<file path="src/rtl/core/anh_pkg.sv">
`default_nettype none
package anh_pkg;

    localparam int HISTORY_DEPTH = 5;
    localparam int SLOT_W        = (HISTORY_DEPTH > 1) ? $clog2(HISTORY_DEPTH) : 1;
    localparam int CHECKED_BYTES = 3;
    localparam int BYTE_W        = (CHECKED_BYTES > 1) ? $clog2(CHECKED_BYTES) : 1;

    localparam logic [7:0] ACK_POLY         = 8'h8C;
    localparam logic [7:0] NOT_FOUND_STATUS = 8'd4;
    localparam logic [7:0] ACK_CODE_ACK     = 8'd1;
    localparam logic [7:0] ACK_CODE_NAK     = 8'd2;

    typedef enum logic [1:0] {
        OP_RECORD = 2'd0,
        OP_ACK    = 2'd1,
        OP_QUERY  = 2'd2,
        OP_UNUSED = 2'd3
    } t_opcode;

    typedef enum logic [4:0] {
        S_IDLE   = 5'b00001,
        S_CRC    = 5'b00010,
        S_CHECK  = 5'b00100,
        S_SEARCH = 5'b01000,
        S_DONE   = 5'b10000
    } t_state;

    typedef struct packed {
        logic load;
        logic crc_step;
        logic check;
        logic search_step;
        logic finish;
    } t_dp_cmd;

    typedef struct packed {
        logic crc_last;
        logic check_go;
        logic search_done;
    } t_dp_sts;

    // One byte of the reflected CRC-8, least significant bit first.
    function automatic logic [7:0] crc8_byte(input logic [7:0] crc_in, input logic [7:0] data);
        logic [7:0] crc;
        logic [7:0] v;
        logic       mix;
        crc = crc_in;
        v   = data;
        for (int b = 0; b < 8; b++) begin
            mix = crc[0] ^ v[0];
            crc = crc >> 1;
            if (mix) begin
                crc = crc ^ ACK_POLY;
            end
            v = v >> 1;
        end
        return crc;
    endfunction

endpackage
`default_nettype wire

</file>
<file path="src/rtl/core/anh_ctrl.sv">
`default_nettype none
module anh_ctrl
    import anh_pkg::*;
(
    input  wire logic       i_clk,
    input  wire logic       i_rst_n,
    input  wire logic       start,
    input  wire logic [1:0] i_opcode,
    input  wire t_dp_sts    i_sts,
    output t_dp_cmd         o_cmd,
    output logic            busy,
    output logic            o_done
);

    t_state r_state;
    t_state n_state;

    always_comb begin
        n_state = r_state;
        o_cmd   = '0;
        case (r_state)
            S_IDLE: begin
                if (start) begin
                    o_cmd.load = 1'b1;
                    case (t_opcode'(i_opcode))
                        OP_ACK:   n_state = S_CRC;
                        OP_QUERY: n_state = S_SEARCH;
                        default:  n_state = S_DONE;
                    endcase
                end
            end
            S_CRC: begin
                o_cmd.crc_step = 1'b1;
                if (i_sts.crc_last) begin
                    n_state = S_CHECK;
                end
            end
            S_CHECK: begin
                o_cmd.check = 1'b1;
                n_state     = i_sts.check_go ? S_SEARCH : S_DONE;
            end
            S_SEARCH: begin
                o_cmd.search_step = 1'b1;
                if (i_sts.search_done) begin
                    n_state = S_DONE;
                end
            end
            S_DONE: begin
                o_cmd.finish = 1'b1;
                n_state      = S_IDLE;
            end
            default: begin
                n_state = S_IDLE;
            end
        endcase
    end

    always_ff @(posedge i_clk) begin
        if (!i_rst_n) begin
            r_state <= S_IDLE;
        end else begin
            r_state <= n_state;
        end
    end

    assign busy   = (r_state != S_IDLE);
    assign o_done = (r_state == S_DONE);

endmodule
`default_nettype wire

</file>
<file path="src/rtl/core/anh_dp.sv">
`default_nettype none
module anh_dp
    import anh_pkg::*;
(
    input  wire logic        i_clk,
    input  wire logic        i_rst_n,
    input  wire t_dp_cmd     i_cmd,
    output t_dp_sts          o_sts,
    input  wire logic        i_cfg_we,
    input  wire logic [7:0]  i_cfg_wdata,
    input  wire logic [1:0]  i_opcode,
    input  wire logic [7:0]  i_entry_address,
    input  wire logic [7:0]  i_entry_crc,
    input  wire logic [7:0]  i_entry_status,
    input  wire logic [7:0]  i_ack_lead,
    input  wire logic [7:0]  i_ack_code,
    input  wire logic [7:0]  i_ack_ref_crc,
    input  wire logic [7:0]  i_ack_check,
    output logic [7:0]       o_query_status,
    output logic             o_check_passed,
    output logic             o_ack_applied,
    output logic [15:0]      o_crc_error_total
);

    // History store.
    logic [7:0]        r_hist_addr [HISTORY_DEPTH];
    logic [7:0]        r_hist_crc  [HISTORY_DEPTH];
    logic [7:0]        r_hist_stat [HISTORY_DEPTH];
    logic [SLOT_W-1:0] r_next;

    logic [7:0]        r_reply_addr;
    logic [15:0]       r_err;

    // Latched item.
    t_opcode           r_op;
    logic [7:0]        r_addr;
    logic [7:0]        r_ecrc;
    logic [7:0]        r_estat;
    logic [7:0]        r_lead;
    logic [7:0]        r_code;
    logic [7:0]        r_ref;
    logic [7:0]        r_check;

    // Work registers.
    logic [7:0]        r_crc;
    logic [BYTE_W-1:0] r_byte;
    logic [SLOT_W-1:0] r_slot;
    logic [SLOT_W-1:0] r_age;
    logic [7:0]        r_query;
    logic              r_passed;
    logic              r_applied;

    logic [SLOT_W-1:0] newest;
    logic [7:0]        crc_byte_in;
    logic [7:0]        search_key;
    logic              hit;
    logic              age_last;
    logic              code_valid;

    localparam logic [SLOT_W-1:0] LAST_SLOT = SLOT_W'(HISTORY_DEPTH - 1);

    assign newest = (r_next == '0) ? LAST_SLOT : r_next - 1'b1;

    always_comb begin
        case (r_byte)
            BYTE_W'(0): crc_byte_in = r_lead;
            BYTE_W'(1): crc_byte_in = r_code;
            default:    crc_byte_in = r_ref;
        endcase
    end

    assign search_key = (r_op == OP_ACK) ? r_reply_addr : r_addr;
    assign hit        = (r_hist_addr[r_slot] == search_key) &&
                        ((r_op != OP_ACK) || (r_hist_crc[r_slot] == r_ref));
    assign age_last   = (r_age == LAST_SLOT);
    assign code_valid = (r_code == ACK_CODE_ACK) || (r_code == ACK_CODE_NAK);

    assign o_sts.crc_last    = (r_byte == BYTE_W'(CHECKED_BYTES - 1));
    assign o_sts.check_go    = (r_crc == r_check) && code_valid;
    assign o_sts.search_done = hit || age_last;

    always_ff @(posedge i_clk) begin
        if (!i_rst_n) begin
            r_reply_addr <= '0;
        end else if (i_cfg_we) begin
            r_reply_addr <= i_cfg_wdata;
        end
    end

    always_ff @(posedge i_clk) begin
        if (i_cmd.load) begin
            r_op    <= t_opcode'(i_opcode);
            r_addr  <= i_entry_address;
            r_ecrc  <= i_entry_crc;
            r_estat <= i_entry_status;
            r_lead  <= i_ack_lead;
            r_code  <= i_ack_code;
            r_ref   <= i_ack_ref_crc;
            r_check <= i_ack_check;
            r_crc   <= '0;
            r_byte  <= '0;
            r_slot  <= newest;
            r_age   <= '0;
        end else if (i_cmd.crc_step) begin
            r_crc  <= crc8_byte(r_crc, crc_byte_in);
            r_byte <= r_byte + 1'b1;
        end else if (i_cmd.search_step && !hit) begin
            r_slot <= (r_slot == '0) ? LAST_SLOT : r_slot - 1'b1;
            r_age  <= r_age + 1'b1;
        end
    end

    always_ff @(posedge i_clk) begin
        if (!i_rst_n) begin
            for (int i = 0; i < HISTORY_DEPTH; i++) begin
                r_hist_addr[i] <= '0;
                r_hist_crc[i]  <= '0;
                r_hist_stat[i] <= '0;
            end
            r_next    <= '0;
            r_err     <= '0;
            r_query   <= '0;
            r_passed  <= 1'b0;
            r_applied <= 1'b0;
        end else begin
            if (i_cmd.load) begin
                r_query   <= (t_opcode'(i_opcode) == OP_QUERY) ? NOT_FOUND_STATUS : 8'd0;
                r_passed  <= 1'b0;
                r_applied <= 1'b0;
            end
            if (i_cmd.check) begin
                if (r_crc == r_check) begin
                    r_passed <= 1'b1;
                end else begin
                    r_err <= r_err + 16'd1;
                end
            end
            if (i_cmd.search_step && hit) begin
                if (r_op == OP_ACK) begin
                    r_hist_stat[r_slot] <= r_code;
                    r_applied           <= 1'b1;
                end else begin
                    r_query <= r_hist_stat[r_slot];
                end
            end
            if (i_cmd.finish && (r_op == OP_RECORD)) begin
                r_hist_addr[r_next] <= r_addr;
                r_hist_crc[r_next]  <= r_ecrc;
                r_hist_stat[r_next] <= r_estat;
                r_next              <= (r_next == LAST_SLOT) ? '0 : r_next + 1'b1;
            end
        end
    end

    assign o_query_status    = r_query;
    assign o_check_passed    = r_passed;
    assign o_ack_applied     = r_applied;
    assign o_crc_error_total = r_err;

endmodule
`default_nettype wire

</file>
<file path="src/rtl/core/ack_nak_history_tracker.sv">
`default_nettype none
// Acknowledge history tracker.
// Commands enter on one input beat: the block accepts a beat at a rising edge where start
// is high and busy is low, and holds busy high until that command's result has gone out.
// Opcode 0 records a sent packet in the five-entry circular history, opcode 1 checks a
// four-byte ack frame and may update an entry's status, opcode 2 looks up the status of
// the newest entry with a given address, and opcode 3 does nothing.
// Each command yields exactly one result beat, shown for one cycle with o_done high; the
// receiver cannot stall, so it must take every result beat as it appears.
// Steps: a record or an unused opcode goes straight to its result beat; a query searches
// first, walking one history entry per cycle from newest to oldest and stopping on the
// first hit; an ack frame runs CRC-8 over its three leading bytes (one frame byte per
// cycle), then a compare, then the same entry-by-entry search when the check passes with
// a valid code.
// One command is in flight at a time; busy drops in the cycle after o_done.
// The reply address register is written through i_cfg_we and i_cfg_wdata; the user
// must change it only while no command is in flight, as the block does not enforce it.
// A synchronous reset clears the history to address 0, CRC 0, status 0, the write slot,
// the CRC error counter and the reply address; cleared entries take part in searches.
module ack_nak_history_tracker
    import anh_pkg::*;
(
    input  wire logic        i_clk,
    input  wire logic        i_rst_n,
    input  wire logic        start,
    output logic             busy,
    input  wire logic        i_cfg_we,
    input  wire logic [7:0]  i_cfg_wdata,
    input  wire logic [1:0]  i_opcode,
    input  wire logic [7:0]  i_entry_address,
    input  wire logic [7:0]  i_entry_crc,
    input  wire logic [7:0]  i_entry_status,
    input  wire logic [7:0]  i_ack_lead,
    input  wire logic [7:0]  i_ack_code,
    input  wire logic [7:0]  i_ack_ref_crc,
    input  wire logic [7:0]  i_ack_check,
    output logic             o_done,
    output logic [7:0]       o_query_status,
    output logic             o_check_passed,
    output logic             o_ack_applied,
    output logic [15:0]      o_crc_error_total
);

    t_dp_cmd cmd;
    t_dp_sts sts;

    // The controller sequences load, CRC, compare, search and finish steps.
    anh_ctrl u_ctrl (
        .i_clk    (i_clk),
        .i_rst_n  (i_rst_n),
        .start    (start),
        .i_opcode (i_opcode),
        .i_sts    (sts),
        .o_cmd    (cmd),
        .busy     (busy),
        .o_done   (o_done)
    );

    // The datapath holds the history, the CRC unit, the search pointer and the results.
    anh_dp u_dp (
        .i_clk             (i_clk),
        .i_rst_n           (i_rst_n),
        .i_cmd             (cmd),
        .o_sts             (sts),
        .i_cfg_we          (i_cfg_we),
        .i_cfg_wdata       (i_cfg_wdata),
        .i_opcode          (i_opcode),
        .i_entry_address   (i_entry_address),
        .i_entry_crc       (i_entry_crc),
        .i_entry_status    (i_entry_status),
        .i_ack_lead        (i_ack_lead),
        .i_ack_code        (i_ack_code),
        .i_ack_ref_crc     (i_ack_ref_crc),
        .i_ack_check       (i_ack_check),
        .o_query_status    (o_query_status),
        .o_check_passed    (o_check_passed),
        .o_ack_applied     (o_ack_applied),
        .o_crc_error_total (o_crc_error_total)
    );

`ifndef SYNTHESIS
    // A result beat only appears while a command is in flight.
    a_done_busy: assert property (@(posedge i_clk) disable iff (!i_rst_n)
        o_done |-> busy)
        else $error("result beat without a command in flight");

    // The block is free again right after its result beat.
    a_done_free: assert property (@(posedge i_clk) disable iff (!i_rst_n)
        o_done |=> !busy)
        else $error("busy did not drop after the result beat");

    // An entry can only be updated by a frame whose check passed.
    a_applied_passed: assert property (@(posedge i_clk) disable iff (!i_rst_n)
        (o_done && o_ack_applied) |-> o_check_passed)
        else $error("ack applied without a passed check");

    // A passed check never bumps the error counter.
    a_passed_no_err: assert property (@(posedge i_clk) disable iff (!i_rst_n)
        (o_done && o_check_passed) |-> $stable(o_crc_error_total))
        else $error("error counter moved on a passed check");
`endif

endmodule
`default_nettype wire

</file>
<file path="config.mk">
export PLATFORM = sky130hd
export DESIGN_NAME = ack_nak_history_tracker
export DESIGN_NICKNAME = d
export VERILOG_FILES = /design/src/rtl/core/anh_pkg.sv /design/src/rtl/core/anh_ctrl.sv /design/src/rtl/core/anh_dp.sv /design/src/rtl/core/ack_nak_history_tracker.sv
export SDC_FILE = /design/constraint.sdc
export NUM_CORES = 1
export LEC_CHECK = 0
export ABC_AREA = 1
export BUFFER_PORTS_ARGS = -buffer_cell sky130_fd_sc_hd__clkbuf_2
export CORE_MARGIN = 1
export CORE_UTILIZATION = 35
export DETAILED_ROUTE_END_ITERATION = 10
export MAX_ROUTING_LAYER = met4
export PLACE_DENSITY_LB_ADDON = 0.12
export RECOVER_POWER = 25
export SLEW_MARGIN = 20
export SYNTH_ARGS = -nofsm -noshare
export SYNTH_HDL_FRONTEND = slang
export SYNTH_HIERARCHICAL = 1
export SYNTH_SLANG_ARGS = --single-unit
</file>
<file path="constraint.sdc">
create_clock -name i_clk -period 4.1 [get_ports i_clk]
set_input_delay 0.41 -clock i_clk [delete_from_list [all_inputs] [get_ports i_clk]]
set_output_delay 0.41 -clock i_clk [all_outputs]
set_load 0.01 [all_outputs]
</file>
# --- After elaboration in Yosys (flattened, before gate mapping) ---
# Memory sizes are Yosys's and may differ from the RTL's. A register that Yosys moved wholly into a read port is not among the register bits.
# Index checks and enable logic that the tools add are counted.
totals:
  register_bits: 116
  out_inout_bits: 28
  word_cells: 166
  ram_bits: 120
  mem_count: 3
  input_bits: 70
op_classes:
  addsub: 6
  mux: 75
  n_reduce_logical: 22
  n_bitwise: 18
  n_eq_ne: 23
memory_table:
  columns: ["memory", "words", "width", "read_ports", "rd_clocked_by_memory_dff", "wr", "line_no", "rtl"]
  rows:
  - ["u_dp.r_hist_addr", 5, 8, 1, 1, 5, "anh_dp.sv:26", "logic [7:0] r_hist_addr [HISTORY_DEPTH];"]
  - ["u_dp.r_hist_crc", 5, 8, 1, 1, 5, "anh_dp.sv:27", "logic [7:0] r_hist_crc [HISTORY_DEPTH];"]
  - ["u_dp.r_hist_stat", 5, 8, 1, 1, 5, "anh_dp.sv:28", "logic [7:0] r_hist_stat [HISTORY_DEPTH];"]
op_table:
  columns: ["cell", "count"]
  rows:
  - ["two-way mux 8 bit", 30]
  - ["two-way mux 3 bit", 14]
  - ["OR reduction 8 bit", 4]
  - ["equality test 8 bit", 3]
  - ["two-way mux 1 bit", 24]
  - ["NOT 2 -> 3 bit", 8]
  - ["two-way mux 5 bit", 4]
  - ["case mux 5 bit (4 select lines)", 1]
  - ["adder 16 x 1 -> 16 bit (second input constant)", 1]
  - ["case mux 8 bit (2 select lines)", 1]
  - ["case mux 5 bit (2 select lines)", 1]
  - ["equality test 8 x 1 -> 1 bit (second input constant)", 1]
  - ["equality test 8 x 2 -> 1 bit (second input constant)", 1]
  - ["bitwise XOR 1 bit", 8]
  - ["adder 3 x 1 -> 3 bit (second input constant)", 2]
  - ["equality test 2 x 1 -> 1 bit (second input constant)", 3]
  - ["equality test 3 bit (second input constant)", 2]
  - ["zero test 3 bit", 2]
  - ["inequality test 2 bit (second input constant)", 3]
  - ["AND reduction 2 bit", 3]
  - ["subtractor 3 x 1 -> 3 bit (second input constant)", 2]
  - ["equality test 5 x 1 -> 1 bit (second input constant)", 1]
  - ["equality test 5 x 2 -> 1 bit (second input constant)", 1]
  - ["equality test 5 x 3 -> 1 bit (second input constant)", 1]
  - ["13 further kinds", 23]

# --- Depth between registers and ports, before layout ---
logic_depth:
  depth_word: 32
  depth_mapped: 22
  depth_no_buf: 20

# --- Hierarchy ---
# The synthesis kept the hierarchy.
by_module_without_submodules:
  columns: ["module", "seq_area_each_um2", "area_per_inst_um2", "cells_per_inst", "instances"]
  rows:
  - ["anh_dp", 8658.3, 13947.1, 1483, 1]
  - ["anh_ctrl", 100.1, 410.4, 59, 1]

# --- Least setup slack after synthesis ---
# Ideal clock, no wire load.
synth_timing:
  path_type: "register to register"
  startpoint: "reg u_ctrl.r_state[0]"
  endpoint: "mem u_dp.r_hist_addr[6][0] (enable)"
  t_arrival_ps: 3265
  setup_time_ps: 430
  synth_period_minus_slack_ps: 3696
  path_slack_ps: 404
  required_ps: 3670
  n_path_buf: 3
  path_stages_with_launch: 11
  cell_sequence: "dfxtp_1 > nor2_2 > nand2_1 > nor2_1 > buf_4 > nand2_1 > nor2_1 > inv_1 > buf_2 > clkbuf_1 > nor4_1"
synth_rtl:
  columns: ["element", "line_no", "rtl"]
  rows:
  - ["start: declaration", "anh_ctrl.sv:15", "t_state r_state;"]
  - ["start signal: assignment", "anh_ctrl.sv:62", "r_state <= n_state;"]
  - ["end: declaration", "anh_dp.sv:26", null]

==> flow_summary.yaml <==
timing:
  clock_skew_ns: 0.0368
  final-hold-violation-count: 0
  tightest_slew_ns: 1.61
  finalMaxSlewViolations: 25
  post-route-min-period_ns: 3.51
  fin_crit_sh: 0.857
  slew_headroom: -0.0733
  tns_ns: 0
  grt_setup_unrepaired: "no"
  finalSetupViolCount: 0
  fmax_ghz: 0.285
placement:
  gp_congestion: 0.871
  place_area_um2: 15500
  portBuffers: 97
  hpwlAfterDp_mm: 25.1
  dpl.cell_count: 2136
critical_path:
  cpPeakStageDelay_ns: 1.18
  crit_path_max_fanout: 55
  cp_slowest_cell: "clkbuf_1"
  path_class: "reg -> reg"
  worstPathArrival_ns: 3.69
  end_kind: "flop"
  cp_cell_sequence: "nor2_1, nand3_1, nor2_4, clkbuf_1, buf_4"
  crit_required_ns: 4.27
  worstSetupStartpointType: "flop"
route:
  drt_wl_total_mm: 38.8
  wl_met1_mm: 18.2
  dr.pass1.iters: 5
  viasPerCell: 4.87
  met3RoutedLength_mm: 2.03
  via_count: 10867
  wire_per_inst_um: 17.4
  wl_met2_mm: 17.7
  drt_iter0_markers: 779
  detail-route-antenna-nets: 0
  drc_errors: 0
  highest-signal-layer: "met4"
worst_hold_path:
  min_path_type: "in -> reg"
yosys:
  synth_area_per_cell_um2: 9.31
  yosysTopAreaCell: "edfxtp_1"
  seq_area_frac_synth: 0.610
  synth_ff_type: "edfxtp_1"
  yosys.cell_types.count: 44
  synth_edf_count: 253
  synth.ff_latch_count: 311
  yosysMostFrequentCell: "nand2_1"
  async_flop_share: 0
  synth_warnings: 6
  netlist_area_um2: 14400
  synth_top_area_share: 0.529
  syn_nets: 1625
  synth_commonest_cells: "nand2_1, edfxtp_1, nor2_1"
  synthCells: 1542
  yosys-top-cells-area: "edfxtp_1, nand2_1, dfxtp_1, nor2_1, inv_1"
outcome:
  outcome: "finished, violations left"
  violations: "max-capacitance violations, max-slew violations"
layout:
  drive_gt1_frac: 0.104
  nets: 1759
  multiInputGateArea_um2: 4640
  num_antenna_cells: 0
  ff_latch_area_um2: 8760
  fillers: 3965
  fin_area_um2: 16800
  area_growth_pct: 17.3
  fin_cells: 2231
floorplan:
  core_area_um2: 40100
  rows: 73
  die_w_um: 205
  die_area_um2: 41800
  fp.dieH_um: 205
  initial_core_util: 0.358
  io_pins: 98
clock_tree:
  clk_latency_ns: 0.56
  cts_tree: "done"
  numCtsBuffers: 38
  clock-sinks: 311
  cts_buffer_depth: 3
  clock-root-buffer: "clkbuf_16"
  cts-htree-levels: 2
  path_clk_slew_ns: 0.06
  cts-resized-gates: 0
pwr:
  powerDensity_nw_per_um2: 520
  ir_drop_uv: 256
  leakagePower_uw: 0.00697
global_routing:
  grt_max_degree: 98
  antenna_found_initial: 0
  grt_pass1_vias: 10532
  grt_overflow_total: 0
  grt_pass1_wl_mm: 60.1
  grt_usage: 0.195
flow_run:
  maxCapViolCount: 1
==> flip-flops by register name, indices dropped and copies added, names as in the netlist, 5 cells and up, named ones only <==
signal,count
u_dp/r_hist_addr,64
u_dp/o_crc_error_total,16
u_dp/r_code,8
u_dp/r_hist_stat,64
u_dp/r_addr,8
u_dp/r_lead,8
u_dp/o_query_status,8
u_dp/r_ref,8
u_dp/r_check,8
u_dp/r_ecrc,8
u_dp/r_crc,8
u_dp/r_hist_crc,64
u_dp/r_estat,8
u_ctrl/r_state,5
u_dp/r_reply_addr,8
==> area by class of cell <==
| class | count | area share |
|---|---|---|
| Inverter | 176 | 0.0392 |
| Clock inverter | 21 | 0.00928 |
| Multi-Input combinational cell | 994 | 0.275 |
| Timing Repair Buffer | 155 | 0.0570 |
| Clock buffer | 49 | 0.0601 |
| Sequential cell | 311 | 0.520 |
| Tap cell | 525 | 0.0390 |
==> per-layer routing <==
| metal | vias up | global-route usage |
|---|---|---|
| met5 | - | - |
| met4 | 0 | 0.0554 |
| met3 | 56 | 0.0272 |
| met2 | 298 | 0.303 |
| met1 | 5152 | 0.264 |
| li1 | 5361 | - |
==> worst max-delay path, delay by kind of cell (launching register included) <==
kind,cells,cell delay [ns]
simple gates,3,0.80
flops,1,0.33
buf+inv,2,1.93
==> through the flow <==
stage	hold WS, ns	total power, uW	utilization	worst slack [ns]
6_report	0.0283	8750	0.420	0.588
5_1_grt	0.00368	9200	0.420	0.267
4_1_cts	0.00130	8860	0.422	0.599
3_5_place_dp	0.480	5640	0.386	0.658
3_3_place_gp	0.473	5630	0.386	0.700
2_1_floorplan	0.457	5030	-	0.404
==> kinds of logic after synthesis <==
| family | synth area share |
|---|---|
| fa+ha+maj | 0.0113 |
| compound gates | 0.0654 |
| flops | 0.610 |
| simple gates | 0.227 |
| mux | 0.000697 |
| buf+inv | 0.0669 |
| xor+xnor | 0.0183 |
==> final timing paths <==
kind,startpoint,end,slack [ns],cells past startpoint
worst max register to register,u_ctrl/r_state[3],u_dp/r_addr[2],0.59,5
worst min register to register,u_dp/r_age[1],u_dp/r_age[1],0.48,2
worst max-delay path,u_ctrl/r_state[3],u_dp/r_addr[2],0.59,5
worst min-delay path,i_ack_ref_crc[2],u_dp/r_ref[2],0.03,1
==> report_power, final <==
| group | switching [uW] | leakage, uW | total, uW | internal [uW] |
|---|---|---|---|---|
| Clock | 1350 | 0.000571 | 3180 | 1820 |
| Sequential | 103 | 0.00294 | 3710 | 3610 |
| Combinational | 1300 | 0.00346 | 1860 | 560 |
==> timing repair <==
action / in CTS / in global routing
endpoints found under the setup margin: 0 / 0
setup buffers: 0 / 0
hold buffers: 25 / 0
endpoints found under the hold margin: 25 / 0
==> cells in the final DEF (no fill, tap or decap), types with 29 or more instances in the layout <==
master	synthesis	routed
nand2_1	383	383
buf_4	5	29
clkbuf_16	0	38
nor2_1	235	237
inv_1	171	171
a21oi_1	38	39
dfxtp_1	58	57
nand3_1	102	103
o21ai_0	95	95
clkbuf_2	0	65
edfxtp_1	253	253
clkbuf_1	33	43
Note: power is estimated with default switching activity, not from simulation.
